File: config.mk
export PLATFORM = sky130hd
export DESIGN_NAME = tun_step
export DESIGN_NICKNAME = d
export VERILOG_FILES = /design/src/hw/rtl/tun_pkg.sv /design/src/hw/rtl/tun_step.sv
export SDC_FILE = /design/constraint.sdc
export NUM_CORES = 2
export LEC_CHECK = 0
export BUFFER_PORTS_ARGS = -buffer_cell sky130_fd_sc_hd__clkbuf_2
export CAP_MARGIN = 10
export CORE_AREA = 2 2 574 576
export CTS_BUF_LIST = sky130_fd_sc_hd__clkbuf_4 sky130_fd_sc_hd__clkbuf_8 sky130_fd_sc_hd__clkbuf_16
export DETAILED_ROUTE_END_ITERATION = 10
export DIE_AREA = 0 0 576 578
export GPL_ROUTABILITY_DRIVEN = 0
export PLACE_DENSITY_LB_ADDON = 0.25
export SLEW_MARGIN = 0
export SYNTH_ARGS = -nofsm -noshare
export SYNTH_HDL_FRONTEND = slang
export SYNTH_SLANG_ARGS = --single-unit
File: constraint.sdc
create_clock -name clock -period 6.6 [get_ports clock]
set_input_delay 0.33 -clock clock [delete_from_list [all_inputs] [get_ports clock]]
set_output_delay 0.33 -clock clock [all_outputs]
set_load 0.005 [all_outputs]
File: src/hw/rtl/tun_pkg.sv
// shared constants for the triangle unit normal pipeline
package tun_pkg;

   // three vector components per item
   localparam int LANES = 3;
   // width of each unit normal component on the result bus
   localparam int OUT_BITS = 16;
   // vertices per triangle
   localparam int VERTS = 3;

endpackage

File: src/hw/rtl/tun_step.sv
// one bit of the rounded quotient for all three components (one stage)
module tun_step #(
   parameter int F  = 14,
   parameter int K  = 14,
   parameter int SB = 70,
   parameter int WB = SB + 2*F + 4
) (
   input  logic           clock,
   input  logic           en,
   input  logic [SB-1:0]  s_i,
   input  logic [WB-1:0]  rem_i [3],
   input  logic [WB-1:0]  qs_i [3],
   input  logic [F:0]     q_i [3],
   input  logic           neg_i [3],
   input  logic           deg_i,
   output logic [SB-1:0]  s_o,
   output logic [WB-1:0]  rem_o [3],
   output logic [WB-1:0]  qs_o [3],
   output logic [F:0]     q_o [3],
   output logic           neg_o [3],
   output logic           deg_o
);
   import tun_pkg::*;

   // with e = 2q, rem = c^2*4^(F+1) - (e-1)^2*S and qs = e*S
   logic [WB-1:0] s_w;
   logic [WB-1:0] trial [LANES];
   logic [WB-1:0] rem_in [LANES];
   logic [WB-1:0] qs_in [LANES];
   logic [F:0]    q_in [LANES];
   logic [SB-1:0] s_ff;
   logic [WB-1:0] rem_ff [LANES];
   logic [WB-1:0] qs_ff [LANES];
   logic [F:0]    q_ff [LANES];
   logic          neg_ff [LANES];
   logic          deg_ff;

   // try setting bit K of q; keep it when the remainder stays non-negative
   always_comb begin
      s_w = WB'(s_i);
      for (int i = 0; i < LANES; i++) begin
         trial[i] = rem_i[i] - (qs_i[i] << (K + 2)) + (s_w << (K + 2))
                    - (s_w << (2*K + 2));
         if (!trial[i][WB-1]) begin
            rem_in[i] = trial[i];
            qs_in[i]  = qs_i[i] + (s_w << (K + 1));
            q_in[i]   = q_i[i] | ((F+1)'(1) << K);
         end else begin
            rem_in[i] = rem_i[i];
            qs_in[i]  = qs_i[i];
            q_in[i]   = q_i[i];
         end
      end
   end

   always_ff @(posedge clock) begin
      if (en) begin
         s_ff   <= s_i;
         rem_ff <= rem_in;
         qs_ff  <= qs_in;
         q_ff   <= q_in;
         neg_ff <= neg_i;
         deg_ff <= deg_i;
      end
   end

   assign s_o   = s_ff;
   assign rem_o = rem_ff;
   assign qs_o  = qs_ff;
   assign q_o   = q_ff;
   assign neg_o = neg_ff;
   assign deg_o = deg_ff;

endmodule

==> results list <==
* Fraction of synthesis flops using an asynchronous set or reset pin: 0
* Largest delay share family, worst path: simple AND/OR/NAND/NOR gates
- Buffer type at the clock tree root: clkbuf_16
* Length of routed met2 wiring: 202 mm
- Clock transition at the registers of the reported paths: 0.06 ns
* Number of iterations in the first detailed-routing pass: 6
* Routed via count: 71.7k
- VDD sags by at most 213 uV.
- The number of max-slew violations in the final report was 0.
- Syn Std Cell Area: 72000 um^2
* Layout cell share with drive strength beyond 1: 0.190
- STA classifies the critical path startpoint as an input pin.
* GRT Resource Usage Total: 0.242
- For this run, the leading register cell type out of synthesis is edfxtp_1.
- In the final routed layout, each cell accounts on average for 28.5 um.
- Post-Synthesis Mean Instance Area: 8.86 um^2
- For this run the aggregate overflow at the end of global routing stands at 0.
- The flow ran to the end, and the final reports show no timing, DRC or antenna violations.
- The critical path is of the in2reg type.
- Crit end category: flop
- Once layout is done, the placed cells without fillers occupy 96200 um^2.
- Setup violations remaining at the end of the flow were counted as 0.
- Number of port buffers: 1463
* Mapped Nets: 9880
- Number of antenna-violating nets in the routed design: 0
- Minimum period implied by the final worst setup slack: 6.36 ns
- Clock buffer count from CTS: 106
- Initial Utilization: 0.221
* Level count of the clock H-tree: 3
* Largest net degree at the start of global routing: 130
- Largest fanout on the critical path: 8
- TritonCTS built the clock tree.
- Across all hold checks on the routed design, the worst slack comes to 0.0507 ns.
- For this block, the routed nets add up to 420 mm of wire.
* Post-detailed-route via-to-cell ratio: 4.86
- Layout Area Growth over Synthesis: 33.6%
* Die Ht: 578 um
- At the pin with the least slew margin, the transition time is 1.25 ns.
* Via count of the first global-routing pass: 69.0k
- After detailed routing, the number of remaining DRC violations is 0.
- Critical path launch point: s_i[65]
* Most common library cell in the layout ignoring fill and taps: clkbuf_2
- Setup repair after global routing left no endpoint under its margin.
* Final hold viol count: 0
* Buffers from clock root to sink, at most: 4
* Max-cap violations: 0
* Total die area: 333000 um^2
- Synthesis produced 8127 cells.
- Counting the fill cells in the layout gives 35.3k.
- Detail Placement HPWL: 362 mm
* CP peak stage delay: 0.78 ns
- Warning count from the yosys run: 0
- IO Count: 1464
* Final net count: 12.0k
- Leakage: 42.9 nW
- After the first detailed-routing iteration, the DRC count stood at 6766.
- The worst pin sits at a relative slew slack of 0.166.
- Timing would allow up to 157 MHz.
* Flip-flop and latch count after synthesis: 731
- Final clock period utilization by the worst path: 0.964
* Class of the worst hold path: in2reg
- Walking the worst path, the cells encountered are dlygate4sd3_1, clkbuf_2, inv_1, fa_1, fa_1, inv_1, ha_1, nand4_1, or4_1, nor3_1, o311ai_0, nand3_1, a21oi_2, xor2_4, nor4_2, nand4_1, xnor2_1, dlygate4sd3_1.
- Counting every sink on the clock net gives 731.
- Startpoint of the most critical hold path: s_i[39]
* Data required time at the worst endpoint: 7.15 ns
- Number of distinct library cells after synthesis: 96
- Top routing layer in use: met5
- Std-Cell Rows: 210
- Number of enable-type register cells in the synthesized netlist: 731
- Sequential fraction of the synthesis area: 0.305
- Summing all placed instances gives a cell area of 85500 um^2.
- Arrival time at the worst endpoint: 6.91 ns
- The total area inside the core boundary comes to 326000 um^2.
* Met3 WL post-DR: 28.4 mm
* Final sum of negative setup slack: 0 ns
- After detailed routing, the wire length on met1 is 169 mm.
- For this design the ratio of total power to cell area is 316 nW/um^2.
- Overall power: 0.0304 W
- The number of antenna violations at the first check in global routing came to 93.
- The first global-routing pass estimated 563 mm of wire.
- Among all stages on the critical path, the largest delay is contributed by or4_1.
* Commonest non-fill, non-tap cells in the layout: 1462 x clkbuf_2, 968 x inv_1, 967 x a21oi_1
* Horizontal extent of the die: 576 um
- Buffer and inverter count on the worst path: 5
## layout make-up
class / count / area [um^2] / share of cell area
antenna: 48 / 120 / 0.00125
clock buffer: 118 / 2740 / 0.0285
clock inverter: 70 / 729 / 0.00758
inverter: 968 / 3630 / 0.0378
multi-input combinational: 6062 / 45000 / 0.468
sequential: 731 / 22000 / 0.228
tap: 4346 / 5440 / 0.0565
timing repair buffer: 2424 / 16600 / 0.172
## power breakdown
group	internal (W)	switching, W
clock	0.00346	0.00254
sequential	0.00687	0.000594
combinational	0.00599	0.0109
## path summary, 6_finish.rpt
kind	to	slack, ns	depth (start not counted)
min	s_o[39]	0.05	2
max	qs_o[305]	0.24	18
## flip-flops by register name, summed over array words and instances (netlist names)
signal,count
q_o,45
qs_o,306
s_o,70
rem_o,306
deg_o,1
neg_o,3
## cell families after synthesis
family,Yosys count,synth area share
AO/OA/AOI/OAI,2372,0.200
buffers and inverters,1334,0.0711
multiplexers,18,0.00271
flip-flops,731,0.305
adder cells (fa/ha/maj),1020,0.221
XOR/XNOR,525,0.0640
AND/OR/NAND/NOR,2127,0.136
## synthesized netlist by cell type (207+ instances only)
library cell / count / area (um^2)
edfxtp_1: 731 / 22000
xor2_1: 211 / 1850
fa_1: 420 / 8410
ha_1: 600 / 7510
o21ai_0: 516 / 2580
nand2_1: 697 / 2620
xnor2_1: 313 / 2740
nor2_1: 665 / 2500
inv_1: 968 / 3630
a21o_1: 228 / 1710
nand4_1: 207 / 1290
a21oi_1: 968 / 4840
clkbuf_1: 288 / 1080
## metal layers
metal  track usage  vias up
li1              -    33058
met1         0.296    35006
met2         0.417     3057
met3        0.0438      574
met4         0.104       34
met5             0        -
## what timing repair did
item / CTS / global route
endpoints found under the hold margin: 716 / 0
setup endpoints to repair: 0 / 9
hold buffers: 709 / 0
setup buffers: 0 / 0
resized for setup: 0 / 2
## per-stage QoR
stage | util | worst slack, ns | std cells
3_5_place_dp | 0.262 | 0.0257 | 13822
3_3_place_gp | 0.262 | 0.0546 | 13822
2_1_floorplan | - | 1.94 | 8127
5_1_grt | 0.294 | 0.0383 | 14735
4_1_cts | 0.294 | 0.113 | 14719
6_report | 0.295 | 0.240 | 14767
No activity file was read; power rests on OpenSTA's default activity.
